File: src/rtl/chcp_pkg.sv
// chcp_pkg: shared types and codes of the canonical huffman code packer
// used by every module under rtl/ but chcp_port_checks, no dependencies
package chcp_pkg;

    // item kinds carried on s_tuser
    localparam logic [1:0] KIND_FIRST  = 2'd0;
    localparam logic [1:0] KIND_NEXT   = 2'd1;
    localparam logic [1:0] KIND_ENCODE = 2'd2;
    localparam logic [1:0] KIND_FLUSH  = 2'd3;

    // result error codes
    localparam logic [1:0] ERR_OK       = 2'd0;
    localparam logic [1:0] ERR_LEN_DEC  = 2'd1;
    localparam logic [1:0] ERR_OVERFLOW = 2'd2;

    // table write request from the define unit
    typedef struct packed {
        logic        en;
        logic [7:0]  sym;
        logic [5:0]  len;
        logic [31:0] code;
    } wr_req_t;

    // one code table entry as read back
    typedef struct packed {
        logic [5:0]  len;
        logic [31:0] code;
    } entry_t;

endpackage

File: src/rtl/chcp_packer.sv
// chcp_packer: msb-first bit accumulator, emits full words and flush words
// depends on chcp_pkg
module chcp_packer #(
    parameter int WORD_BITS = 64
) (
    input  logic             aclk,
    input  logic             aresetn,
    input  logic             step,
    input  logic [1:0]       kind,
    input  chcp_pkg::entry_t entry,
    output logic             word_valid,
    output logic [63:0]      packed_word,
    output logic [6:0]       word_bits
);
    localparam int FILL_W = $clog2(WORD_BITS);
    localparam int TOT_W  = FILL_W + 1;

    logic [WORD_BITS-1:0] acc_reg, acc_next;
    logic [FILL_W-1:0]    fill_reg, fill_next;

    logic [TOT_W-1:0]     len_w;
    logic [TOT_W-1:0]     total;
    logic [TOT_W-1:0]     over;
    logic                 full;
    logic                 has_code;
    logic [WORD_BITS-1:0] code_w;
    logic [WORD_BITS-1:0] word;
    logic [WORD_BITS-1:0] carry;
    logic [63:0]          enc_word;
    logic [63:0]          flush_word;

    assign len_w    = TOT_W'(entry.len);
    assign total    = TOT_W'(fill_reg) + len_w;
    assign full     = (total >= TOT_W'(WORD_BITS));
    assign over     = total - TOT_W'(WORD_BITS);
    assign has_code = (entry.len != 6'd0);
    assign code_w   = WORD_BITS'(entry.code);

    // pending bits sit right-aligned; only the leftover low code bits carry
    assign word       = (acc_reg << (TOT_W'(WORD_BITS) - TOT_W'(fill_reg))) | (code_w >> over);
    assign carry      = code_w & ((WORD_BITS'(1) << over) - WORD_BITS'(1));
    assign enc_word   = 64'(word) << 7'(64 - WORD_BITS);
    assign flush_word = 64'(acc_reg) << (7'd64 - 7'(fill_reg));

    always_comb begin
        word_valid  = 1'b0;
        packed_word = '0;
        word_bits   = '0;
        acc_next    = acc_reg;
        fill_next   = fill_reg;
        unique case (kind)
            chcp_pkg::KIND_ENCODE: begin
                if (has_code) begin
                    if (full) begin
                        word_valid  = 1'b1;
                        packed_word = enc_word;
                        word_bits   = 7'(WORD_BITS);
                        acc_next    = carry;
                        fill_next   = FILL_W'(over);
                    end else begin
                        acc_next  = (acc_reg << len_w) | code_w;
                        fill_next = FILL_W'(total);
                    end
                end
            end
            chcp_pkg::KIND_FLUSH: begin
                if (fill_reg != '0) begin
                    word_valid  = 1'b1;
                    packed_word = flush_word;
                    word_bits   = 7'(fill_reg);
                    acc_next    = '0;
                    fill_next   = '0;
                end
            end
            chcp_pkg::KIND_FIRST, chcp_pkg::KIND_NEXT: begin
            end
        endcase
    end

    always_ff @(posedge aclk) begin
        if (!aresetn) begin
            acc_reg  <= '0;
            fill_reg <= '0;
        end else if (step) begin
            acc_reg  <= acc_next;
            fill_reg <= fill_next;
        end
    end

endmodule

File: config.mk
export PLATFORM = sky130hd
export DESIGN_NAME = chcp_packer
export DESIGN_NICKNAME = d
export VERILOG_FILES = /design/src/rtl/chcp_pkg.sv /design/src/rtl/chcp_packer.sv
export SDC_FILE = /design/constraint.sdc
export NUM_CORES = 1
export LEC_CHECK = 0
export ABC_AREA = 0
export BUFFER_PORTS_ARGS = -buffer_cell sky130_fd_sc_hd__buf_4
export CAP_MARGIN = 15
export CORE_ASPECT_RATIO = 0.7
export CORE_MARGIN = 4
export CORE_UTILIZATION = 55
export DETAILED_ROUTE_END_ITERATION = 16
export PLACE_DENSITY = 0.74
export SLEW_MARGIN = 25
export SYNTH_ARGS = -nofsm -noshare
export SYNTH_HDL_FRONTEND = slang
export SYNTH_SLANG_ARGS = --single-unit
export TNS_END_PERCENT = 5
File: constraint.sdc
create_clock -name aclk -period 5.3 [get_ports aclk]
set_clock_uncertainty 0.15 [all_clocks]
set_input_delay 1.06 -clock aclk [delete_from_list [all_inputs] [get_ports aclk]]
set_output_delay 1.06 -clock aclk [all_outputs]
set_load 0.01 [all_outputs]
==> out/results.ini <==
[run_status]
outcome=completed

[final_layout]
drive_gt1_frac=0.246
nFillCells=2165
area_growth_syn_to_layout_pct=13.0
largest_register_ffs=64
final_cells=2110
fin_nets=1837

[yosys]
ys_ff_latch=70
yosys_warnings=0
synth_nets=1795
synth_top_area_frac=0.190
synth_top_area_cell=mux4_2
synth_edf_count=0
avgSynthCellArea_um2=7.63
async_reset_ff_frac=0
seq_area_frac_synth=0.105
synth.distinct_cells=92
synth_cells=1743
syn_area_um2=13300
synthFlopType=dfxtp_1
netlist_top_cells_area=mux4_2 19%, dfxtp_1 11%, mux2i_1 10%

[power_and_ir_drop]
ir_drop_uv=175
powerDensity_nw_per_um2=177
p_leak_nw=5.74

[cts]
cts-buffers-inserted=9
htreeDepth=3
clk_latency_ns=0.35
cts_root_buf=clkbuf_16
clkSinkCount=70
post-cts-setup-buffer-count=0
clockBufferDepth=2
worst_setup_hold_path_clk_slew_ns=0.07
cts_tree=built

[sta]
finalMaxSlewViolations=0
final.setup.tns_ns=0
hold_viol=0
grt_setup_unrepaired=false
worstMarginPinSlew_ns=0.921
setup_viol=0
relSlewSlack=0.383
timing.fmax_mhz=194
fin_crit_ns=5.16
fin_crit_sh=0.973

[routing]
drt_wl_total_mm=60.2
drt_iter0_drc=2775
ant_nets=0
drc_errors=0
avgRoutedWirePerCell_um=28.5
via_per_inst=7.42
first_pass_iters=8
vias=15700

[floorplan]
die_x_um=194
chipHeight_um=138
core_area_um2=23700
die-area_um2=26800
rows=47
start_util=0.561
ios=115

[placed_design]
dp_hpwl_mm=46.7
dp_cells=2092
numPortBuffers=114
place_congestion=1.09

[grt]
grt_remaining_overflow=0
grt_max_degree=61
grt_pass1_vias=14200
antenna_found_initial=1
grt_usage=0.426
grt_pass1_wl_mm=89.4

[worst_setup_path]
crit_type=in2out
worstRegToRegCells=16
worstSetupStartpointType=input pin
cp_max_fo=26
arrival_ns=3.95
critPathRequiredTime_ns=4.09
cp-end-kind=output pin

[run]
maxCapViolCount=0

[min_path]
hp-class=reg2reg
holdPathStages=2

[area by class of cell]
| class | count | area, um2 | area share |
|---|---|---|---|
| antenna | 2 | 5.00 | 0.000333 |
| clock buffer | 10 | 239 | 0.0159 |
| clock inverter | 6 | 92.6 | 0.00616 |
| inverter | 17 | 63.8 | 0.00425 |
| multi-input combinational | 1486 | 11200 | 0.747 |
| sequential | 70 | 1410 | 0.0935 |
| tap | 318 | 398 | 0.0265 |
| timing repair buffer | 201 | 1600 | 0.106 |
[logic make-up after synthesis]
family                   Yosys count  share of synthesized area
XOR/XNOR                          20                     0.0143
flip-flops                        70                      0.105
AO/OA/AOI/OAI                    547                      0.267
adder cells (fa/ha/maj)            9                    0.00903
multiplexers                     313                      0.347
AND/OR/NAND/NOR                  597                      0.199
buffers and inverters            187                     0.0582
[metal layers]
layer | vias to the layer above | part of all wire | global-route usage | wire (um)
met2 | 1362 | 0.39 | 0.573 | 23400
met5 | - | 0.00098 | 0.0123 | 59
met1 | 7352 | 0.40 | 0.617 | 24000
li1 | 6747 | - | - | -
met3 | 201 | 0.17 | 0.174 | 10100
met4 | 4 | 0.044 | 0.140 | 2660
[metrics by stage]
step                      utilization  area, um2  hold WS (ns)  setup slack, ns  total power [mW]
after CTS                       0.633      15000         0.362            0.215              2.59
after global placement          0.620      14700         0.350            0.251              1.89
after detailed placement        0.620      14700         0.355            0.226              1.90
final                           0.634      15000         0.374            0.144              2.67
after global routing            0.634      15000         0.395           0.0385              2.75
after floorplan                     -      13300         0.267           0.0788              1.46
[worst max-delay path: stages]
cell and delay (ns):
buf_4 0.09, ha_2 0.19, inv_1 0.05, fa_1 0.51, xor2_2 0.34, buf_4 0.34, mux4_2 0.34, mux2i_1 0.28
nor3_1 0.09, a21oi_1 0.28, o221ai_1 0.18, buf_4 0.17
[path summary, 6_finish.rpt]
path | from | endpoint | slack (ns)
worst max-delay path | entry[32] | packed_word[1] | 0.14
worst min-delay path | acc_reg[53]$_SDFFE_PN0P_ | acc_reg[53]$_SDFFE_PN0P_ | 0.37
worst min register to register | acc_reg[53]$_SDFFE_PN0P_ | acc_reg[53]$_SDFFE_PN0P_ | 0.37
worst max register to register | fill_reg[0]$_SDFFE_PN0P_ | acc_reg[22]$_SDFFE_PN0P_ | 1.03
[placed cells by master, fill, tap and decap left out, types with 13 or more instances in the layout]
master    Yosys  final
nand2_1     240    240
inv_1        14     14
a21oi_1     147    146
o211ai_1     19     19
mux2i_1     136    136
o22ai_1      32     32
mux2_2       64     64
a211oi_1     61     61
a22o_1       23     23
nand3_1      35     35
o21ai_0     122    122
buf_4         6    194
dfxtp_1      70     69
nor2_1      192    191
a31oi_1      19     19
and2_1       13     13
a22oi_1      22     22
mux4_2      112    112
nor3_1       47     47
[where the power goes]
group          switching [mW]  leakage (nW)  internal [mW]
clock network           0.279         0.155          0.428
registers              0.0512         0.568          0.542
logic                   0.880          5.01          0.486
total                    1.21          5.74           1.46
[cells in the mapped netlist (26+ instances only)]
| cell | instances |
|---|---|
| nand2_1 | 240 |
| nor2_1 | 192 |
| a21oi_1 | 147 |
| mux2i_1 | 136 |
| o21ai_0 | 122 |
| mux4_2 | 112 |
| clkbuf_1 | 103 |
| dfxtp_1 | 70 |
| mux2_2 | 64 |
| a211oi_1 | 61 |
| nor3_1 | 47 |
| nand3_1 | 35 |
| buf_2 | 32 |
| o22ai_1 | 32 |
| buf_1 | 26 |
[repair_timing]
action                                  4_1_cts  5_1_grt
resized for setup                             0        3
endpoints found under the setup margin        0        6
hold buffers                                  0        0
No activity file was read; power rests on OpenSTA's default activity.
