===== src/rtl/chcp_pkg.sv =====
// chcp_pkg: shared types and codes of the canonical huffman code packer
// used by every module under rtl/ but chcp_port_checks, no dependencies
package chcp_pkg;

    // item kinds carried on s_tuser
    localparam logic [1:0] KIND_FIRST  = 2'd0;
    localparam logic [1:0] KIND_NEXT   = 2'd1;
    localparam logic [1:0] KIND_ENCODE = 2'd2;
    localparam logic [1:0] KIND_FLUSH  = 2'd3;

    // result error codes
    localparam logic [1:0] ERR_OK       = 2'd0;
    localparam logic [1:0] ERR_LEN_DEC  = 2'd1;
    localparam logic [1:0] ERR_OVERFLOW = 2'd2;

    // table write request from the define unit
    typedef struct packed {
        logic        en;
        logic [7:0]  sym;
        logic [5:0]  len;
        logic [31:0] code;
    } wr_req_t;

    // one code table entry as read back
    typedef struct packed {
        logic [5:0]  len;
        logic [31:0] code;
    } entry_t;

endpackage


===== src/rtl/chcp_define.sv =====
// chcp_define: canonical code assignment for define beats
// depends on chcp_pkg
module chcp_define #(
    parameter int MAX_CODE_LEN = 32
) (
    input  logic              aclk,
    input  logic              aresetn,
    input  logic              step,
    input  logic [1:0]        kind,
    input  logic [7:0]        sym,
    input  logic [5:0]        len,
    output logic [31:0]       assigned_code,
    output logic [1:0]        error_code,
    output chcp_pkg::wr_req_t wr
);
    localparam int CW = MAX_CODE_LEN;

    logic [CW-1:0] prev_code_reg, prev_code_next;
    logic [5:0]    prev_len_reg, prev_len_next;

    logic          is_def;
    logic          bad_len;
    logic          len_dec;
    logic          ovf;
    logic [CW:0]   inc;
    logic [CW:0]   code_shift;
    logic [CW-1:0] code;
    logic [1:0]    err;
    logic          ok;

    assign is_def     = (kind == chcp_pkg::KIND_FIRST) || (kind == chcp_pkg::KIND_NEXT);
    assign bad_len    = (len == 6'd0) || (len > 6'(MAX_CODE_LEN));
    assign len_dec    = (len < prev_len_reg);
    assign inc        = {1'b0, prev_code_reg} + (CW+1)'(1);
    assign ovf        = ((inc >> prev_len_reg) != '0);
    assign code_shift = inc << (len - prev_len_reg);

    always_comb begin
        err  = chcp_pkg::ERR_OK;
        code = '0;
        priority if (bad_len) begin
            err = chcp_pkg::ERR_OVERFLOW;
        end else if (kind == chcp_pkg::KIND_FIRST) begin
            code = '0;
        end else if (len_dec) begin
            err = chcp_pkg::ERR_LEN_DEC;
        end else if (ovf) begin
            err = chcp_pkg::ERR_OVERFLOW;
        end else begin
            code = code_shift[CW-1:0];
        end
    end

    assign ok            = is_def && (err == chcp_pkg::ERR_OK);
    assign assigned_code = ok ? 32'(code) : 32'd0;
    assign error_code    = is_def ? err : chcp_pkg::ERR_OK;

    assign wr.en   = step && ok;
    assign wr.sym  = sym;
    assign wr.len  = len;
    assign wr.code = 32'(code);

    assign prev_code_next = wr.en ? code : prev_code_reg;
    assign prev_len_next  = wr.en ? len : prev_len_reg;

    always_ff @(posedge aclk) begin
        if (!aresetn) begin
            prev_code_reg <= '0;
            prev_len_reg  <= '0;
        end else begin
            prev_code_reg <= prev_code_next;
            prev_len_reg  <= prev_len_next;
        end
    end

endmodule


===== config.mk =====
export PLATFORM = sky130hd
export DESIGN_NAME = chcp_define
export DESIGN_NICKNAME = d
export VERILOG_FILES = /design/src/rtl/chcp_pkg.sv /design/src/rtl/chcp_define.sv
export SDC_FILE = /design/constraint.sdc
export NUM_CORES = 1
export LEC_CHECK = 0
export ABC_CLOCK_PERIOD_IN_PS = 10500
export BUFFER_PORTS_ARGS = -buffer_cell sky130_fd_sc_hd__buf_4
export CAP_MARGIN = 20
export CORE_MARGIN = 2
export CORE_UTILIZATION = 49
export DETAILED_ROUTE_END_ITERATION = 10
export GPL_ROUTABILITY_DRIVEN = 0
export PLACE_DENSITY = 0.71
export SYNTH_ARGS = -nofsm -noshare
export SYNTH_HDL_FRONTEND = slang
export SYNTH_SLANG_ARGS = --single-unit
export TNS_END_PERCENT = 20

===== constraint.sdc =====
create_clock -name aclk -period 10.5 [get_ports aclk]
set_input_delay 1.05 -clock aclk [delete_from_list [all_inputs] [get_ports aclk]]
set_output_delay 1.05 -clock aclk [all_outputs]
set_load 0.01 [all_outputs]

==> results.py, run 1 <==
metrics = {
    "layout": {
        "antenna_cells": 0,
        "fillers": 1235,
        "largest_reg_flops": 32,
        "drive_gt1_share_pct": 14.7,
        "area_delta_synth_final_pct": 11.4,
        "regArea_sq_um": 761,
        "fin_util_pct": 55.3,
        "multi_input_area_sq_um": 4890,
        "nNetsFinal": 985,
    },
    "worst_setup_path": {
        "reg2reg_from": "prev_code_reg[8]",
        "start_kind": "register",
        "r2r-end": "prev_code_reg[9]",
        "cp.required_ns": 9.45,
        "end_kind": "output port",
        "cp_data_arrival_time_ns": 5.96,
        "ff2ff_setup_slack_ns": 4.93,
        "path_max_fanout": 37,
        "path_class": "register to output port",
        "r2r_cells": 12,
    },
    "global_routing": {
        "grt_max_degree": 71,
        "globalRouteTotalUtil_pct": 32.7,
        "grt_antenna_before_repair": 0,
        "grt_overflow": 0,
        "grt_pass1_vias": 6340,
        "grt_pass1_wl_microns": 35100,
    },
    "clocking": {
        "cts_tree": "yes",
        "holdBufCountCts": 0,
        "clk_pin_slew_worst_paths_ns": 0.06,
        "cts_sinks": 38,
        "cts_setup_buffers": 0,
        "clk_path_buf_depth": 2,
        "clkLatencyLatePin_ns": 0.29,
        "cts_resized": 0,
        "root_buffer": "clkbuf_16",
        "cts_inserted_buffers": 5,
        "htree_levels": 2,
    },
    "timing": {
        "timing.final.crit_period_ns": 7.01,
        "setup_viol": 0,
        "fmax_ghz": 0.143,
        "worst_pin_slew_ns": 0.923,
        "whs_ns": 0.488,
        "report.final.slew_viol_count": 0,
        "slew_headroom_pct": 37.9,
        "tns_ns": 0,
        "fin_worst_skew_ns": 0.00452,
        "rsz0062_at_grt": "false",
        "hold_viol_final": 0,
        "min_period_over_period_pct": 66.8,
    },
    "min_path": {
        "min-delay-start": "prev_len_reg[5]",
        "worstHoldPathType": "register to register",
        "holdPathStages": 2,
        "whs_endpoint": "prev_len_reg[5]",
    },
    "yosys": {
        "synth-simple-area-share_pct": 34.2,
        "yosysTopAreaCell": "dfxtp_1",
        "synth_xor_area_share_pct": 5.52,
        "synth_compound_area_share_pct": 29.4,
        "synth.area.top_cells": "dfxtp_1 12%, nor2_1 9.6%, nand2_1 6.2%",
        "synth-adder-area-share_pct": 1.74,
        "synth_top_family_by_area": "simple AND/OR/NAND/NOR gates",
        "ys_seq_elements": 38,
        "syn_area_sq_um": 6190,
        "synthFlopType": "dfxtp_1",
        "ys_types": 82,
        "syn_nets": 986,
        "syn_inst": 959,
        "synth-edff-count": 0,
        "synth_top_area_share_pct": 12.3,
        "yosysSeqAreaShare_pct": 12.3,
        "postSynthAreaPerCell_sq_um": 6.46,
        "synth_mux_area_share_pct": 7.49,
        "async_reset_ff_share_pct": 0,
        "yosys_warnings": 0,
    },
    "power": {
        "seqPwrFrac_pct": 26.9,
        "switching_share_pct": 36.5,
        "power.switching_uw": 198,
        "combPwrFrac_pct": 34.7,
        "vdd_drop_max_uv": 60.3,
        "pwr_density_cell_nw_per_um2": 78.9,
        "intPower_uw": 345,
        "p_clk_share_pct": 38.4,
        "p_leak_uw": 0.00246,
    },
    "flow_run": {
        "cap_viol_max_count": 0,
    },
    "detailed_routing": {
        "ant_nets": 0,
        "routed_wl_microns": 22400,
        "drcViolationCount": 0,
        "first_iter_violations": 863,
        "drt-pass1-iter-count": 6,
        "routedWlPerCell_microns": 19.8,
        "via_per_inst": 6.61,
        "vias": 7480,
    },
    "placed_design": {
        "io_buffers": 83,
        "dp_hpwl_microns": 16500,
    },
    "floorplan": {
        "initial_core_util_pct": 49.7,
        "dieArea_sq_um": 13600,
        "io_pins": 100,
        "fp.dieW_microns": 116,
        "dieHeight_microns": 116,
        "rows": 41,
        "core_sq_um": 12500,
    },
    "status": {
        "outcome": "finished, final reports clean",
    },
}
-- layout by cell type (no fill, tap or decap), types with 12 or more instances in the layout --
cell type | Yosys | routed
o21ai_0 | 28 | 28
xor2_1 | 13 | 12
xnor2_1 | 26 | 24
inv_1 | 19 | 19
a21oi_1 | 73 | 73
dfxtp_1 | 38 | 38
o41ai_1 | 27 | 27
nor3_1 | 26 | 26
nand2_1 | 103 | 103
mux2i_1 | 34 | 34
nand3_1 | 68 | 68
nand4_1 | 19 | 19
a211oi_1 | 19 | 19
buf_4 | 16 | 95
nor2_1 | 159 | 159
-- critical path: stages, from the launching register on --
cell       delay [ns]
dfxtp_1          0.54
nand4_1          0.58
nor4_2           0.99
a311oi_1         0.20
a31o_1           0.25
or4_1            0.51
a222oi_1         0.46
nand2_1          0.17
nor4_4           0.38
o21bai_2         0.12
buf_4            0.25
or3_1            0.64
a2111oi_1        0.39
buf_4            0.19
-- Yosys cell counts, types with 5 or more instances --
cell type	number
and3_1	7
nor2_1	159
nand3_1	68
and2_1	9
xor2_1	13
buf_4	16
a211oi_1	19
mux2_2	7
o41ai_1	27
buf_2	22
buf_1	7
ha_1	7
or3_1	9
or4_1	11
a21o_1	7
dfxtp_1	38
o31ai_1	6
and4_1	8
o221ai_1	7
mux2i_1	34
inv_1	19
nor3_1	26
nand4_1	19
a31oi_1	8
xnor2_1	26
a21oi_1	73
a2111oi_0	5
clkbuf_1	58
nor4_1	5
o21ai_0	28
o211ai_1	9
nand2_1	103
-- worst max path at each step --
stage                                start          endpoint  slack [ns]  cells after the start
after floorplan           prev_code_reg[1]  assigned_code[2]        5.38                     16
after global placement    prev_code_reg[8]  assigned_code[7]        4.03                     13
after detailed placement  prev_code_reg[8]  assigned_code[7]        3.90                     13
after CTS                 prev_code_reg[8]  assigned_code[7]        3.57                     13
after global routing      prev_code_reg[8]  assigned_code[7]        3.06                     13
final                     prev_code_reg[8]  assigned_code[7]        3.49                     13
-- cell type report --
cell class,instances,share of cell area (%)
repair buffers,97,10.8
flip-flops and latches,38,11.0
inverters,23,1.25
multi-input cells,793,70.9
clock buffers,6,2.01
clock inverters,2,0.871
well taps,172,3.12
-- metal layers --
layer / GRT usage (%) / vias up / share of wire, %
met3: 4.15 / 64 / 11
met2: 49.2 / 491 / 44
met5: 0 / - / 0
met1: 48.2 / 3394 / 42
met4: 10.5 / 0 / 2.5
li1: - / 3531 / -
-- per-stage QoR --
stage / std cells / instance area [sq um] / setup WS, ns / total power [uW]
2_1_floorplan: 959 / 6190 / 5.38 / 280
3_3_place_gp: 1121 / 6660 / 4.03 / 330
3_5_place_dp: 1122 / 6680 / 3.90 / 331
4_1_cts: 1130 / 6880 / 3.57 / 539
5_1_grt: 1131 / 6900 / 3.06 / 566
6_report: 1131 / 6900 / 3.49 / 544
-- power by group through the flow --
stage | Sequential [uW] | Combinational [uW] | Clock (uW)
2_1_floorplan | 148 | 132 | 0
3_3_place_gp | 149 | 181 | 0
3_5_place_dp | 149 | 182 | 0
4_1_cts | 146 | 183 | 210
5_1_grt | 146 | 204 | 216
6_report | 146 | 189 | 209
-- logic make-up after synthesis --
kind of cell,count (synthesis)
multiplexers,43
flip-flops,38
XOR/XNOR,39
adder cells (fa/ha/maj),8
AND/OR/NAND/NOR,447
buffers and inverters,128
AO/OA/AOI/OAI,256
Note: power is estimated with default switching activity, not from simulation.
==> run 2, diff against run 1 <==
--- a/config.mk
+++ b/config.mk
@@ -5,14 +5,14 @@
 export SDC_FILE = /design/constraint.sdc
 export NUM_CORES = 1
 export LEC_CHECK = 0
-export ABC_CLOCK_PERIOD_IN_PS = 10500
+export ABC_CLOCK_PERIOD_IN_PS = 6100
 export BUFFER_PORTS_ARGS = -buffer_cell sky130_fd_sc_hd__buf_4
 export CAP_MARGIN = 20
 export CORE_MARGIN = 2
 export CORE_UTILIZATION = 49
 export DETAILED_ROUTE_END_ITERATION = 10
 export GPL_ROUTABILITY_DRIVEN = 0
-export PLACE_DENSITY = 0.71
+export PLACE_DENSITY = 0.73
 export SYNTH_ARGS = -nofsm -noshare
 export SYNTH_HDL_FRONTEND = slang
 export SYNTH_SLANG_ARGS = --single-unit
==> constraint.sdc (replaced) <==
create_clock -name aclk -period 6.1 [get_ports aclk]
set_input_delay 0.61 -clock aclk [delete_from_list [all_inputs] [get_ports aclk]]
set_output_delay 0.61 -clock aclk [all_outputs]
set_load 0.01 [all_outputs]
==> run 2 against run 1 <==
  * Combinational power is 71% higher
  * Flip-flop and latch count stayed put
  * Largest power group is now combinational cells
  * Core utilization hardly changed
  * Total power is 57% higher
  * Wire length is 1.5% higher
  * Via count is 0.79% higher
  * Register-to-register slack worse by 4.0 ns
  * Die area stayed put
  * Worst setup slack worse by 3.3 ns
  * Non-clock buffer count is 9 higher
==> results.py, run 2 (synthesis results as in run 1) <==
metrics = {
    "global_routing": {
        "grt_pass1_wl_microns": 35000,
        "grt_antenna_before_repair": 0,
        "grt_max_degree": 57,
        "grt_pass1_vias": 6349,
        "grt_overflow": 0,
        "globalRouteTotalUtil_pct": 32.9,
    },
    "detailed_routing": {
        "drt-pass1-iter-count": 8,
        "ant_nets": 0,
        "first_iter_violations": 880,
        "routed_wl_microns": 22800,
        "routedWlPerCell_microns": 20.0,
        "vias": 7539,
        "via_per_inst": 6.61,
        "drcViolationCount": 0,
    },
    "worst_setup_path": {
        "cp_data_arrival_time_ns": 5.27,
        "end_kind": "output port",
        "start_kind": "register",
        "path_class": "register to output port",
        "r2r-end": "prev_code_reg[14]",
        "cp.required_ns": 5.49,
        "ff2ff_setup_slack_ns": 0.93,
        "path_max_fanout": 36,
        "r2r_cells": 15,
        "reg2reg_from": "prev_code_reg[10]",
    },
    "power": {
        "combPwrFrac_pct": 38.0,
        "seqPwrFrac_pct": 29.5,
        "power.switching_uw": 351,
        "p_leak_uw": 0.00247,
        "switching_share_pct": 41.3,
        "intPower_uw": 500,
        "vdd_drop_max_uv": 129,
        "p_clk_share_pct": 32.5,
        "pwr_density_cell_nw_per_um2": 123,
    },
    "floorplan": {
        "fp.dieW_microns": 116,
        "io_pins": 100,
        "rows": 41,
        "dieHeight_microns": 116,
        "dieArea_sq_um": 13600,
        "core_sq_um": 12500,
        "initial_core_util_pct": 49.7,
    },
    "clocking": {
        "clkLatencyLatePin_ns": 0.30,
        "cts_inserted_buffers": 5,
        "htree_levels": 2,
        "root_buffer": "clkbuf_16",
        "clk_path_buf_depth": 2,
        "cts_sinks": 38,
        "cts_tree": "yes",
        "clk_pin_slew_worst_paths_ns": 0.07,
    },
    "timing": {
        "fmax_ghz": 0.170,
        "fin_worst_skew_ns": 0.00375,
        "timing.final.crit_period_ns": 5.88,
        "whs_ns": 0.457,
        "hold_viol_final": 0,
        "tns_ns": 0,
        "worst_pin_slew_ns": 0.851,
        "slew_headroom_pct": 43.2,
        "report.final.slew_viol_count": 0,
        "setup_viol": 0,
        "min_period_over_period_pct": 96.5,
    },
    "placed_design": {
        "dp_hpwl_microns": 16900,
        "dp_cells": 1131,
        "io_buffers": 83,
        "place_area_sq_um": 6740,
    },
    "layout": {
        "area_delta_synth_final_pct": 11.4,
        "fin_area_sq_um": 6900,
        "largest_reg_flops": 32,
        "layout_common_cells": "159 x nor2_1, 106 x buf_4, 103 x nand2_1",
        "antenna_cells": 0,
        "nNetsFinal": 994,
        "finalNonFillerCells": 1140,
        "drive_gt1_share_pct": 15.6,
        "final_common_cell": "nor2_1",
    },
    "flow_run": {
        "cap_viol_max_count": 0,
    },
    "min_path": {
        "worstHoldPathType": "register to register",
        "min-delay-start": "prev_len_reg[5]",
        "holdPathStages": 2,
        "whs_endpoint": "prev_len_reg[5]",
    },
    "status": {
        "outcome": "finished, final reports clean",
    },
}
## run 2: cell type report
class | count | area, sq um
Fill cell | 1204 | 5570
Clock inverter | 3 | 21.3
Sequential cell | 38 | 761
Multi-Input combinational cell | 793 | 4890
Timing Repair Buffer | 106 | 796
Clock buffer | 5 | 125
Tap cell | 172 | 215
Inverter | 23 | 86.3
## run 2: worst max path at each step
stage / startpoint / cells past startpoint / to
floorplan: prev_code_reg[1] / 16 / assigned_code[2]
global placement: prev_code_reg[7] / 14 / assigned_code[7]
detailed placement: prev_code_reg[0] / 14 / assigned_code[7]
CTS: prev_code_reg[0] / 14 / assigned_code[7]
global route: prev_code_reg[10] / 16 / assigned_code[22]
finish: prev_code_reg[10] / 16 / wr[12]
## run 2: timing repair
item,4_1_cts,5_1_grt
setup endpoints to repair,0,28
hold buffers,0,0
gates resized for setup,0,2
setup buffers,0,1
## run 2: through the flow
stage,setup WS [ns],power [uW],util [%]
2_1_floorplan,1.42,483,-
3_3_place_gp,0.665,569,54.1
3_5_place_dp,0.608,569,54.1
4_1_cts,0.274,836,55.2
5_1_grt,-0.0135,885,55.3
6_report,0.216,852,55.3
## run 2: worst max-delay path, stage by stage, from the launching register on
cell and delay [ns]:
dfxtp_1 0.58, nand4_1 0.30, buf_4 0.27, nor4_1 0.47, nand2_1 0.19, xnor2_1 0.15, o311ai_0 0.43, o2111ai_1 0.19
a222oi_1 0.56, nand2_1 0.18, nor4_4 0.23, buf_4 0.21, o21bai_2 0.10, buf_4 0.25, nand2b_1 0.49, nor2_1 0.23
buf_4 0.14
## run 2: power groups by stage
stage / Combinational [uW] / Clock, uW / Sequential, uW
finish: 324 / 277 / 251
detailed placement: 312 / 0 / 257
global placement: 312 / 0 / 257
global route: 349 / 284 / 251
CTS: 314 / 271 / 251
floorplan: 227 / 0 / 255
## run 2: metal layers
layer	up-vias	wire length (microns)	GRT usage, %
li1	3561	-	-
met1	3389	9580	46.4
met2	508	9690	49.7
met3	81	2550	6.07
met4	0	943	12.7
met5	-	0	0
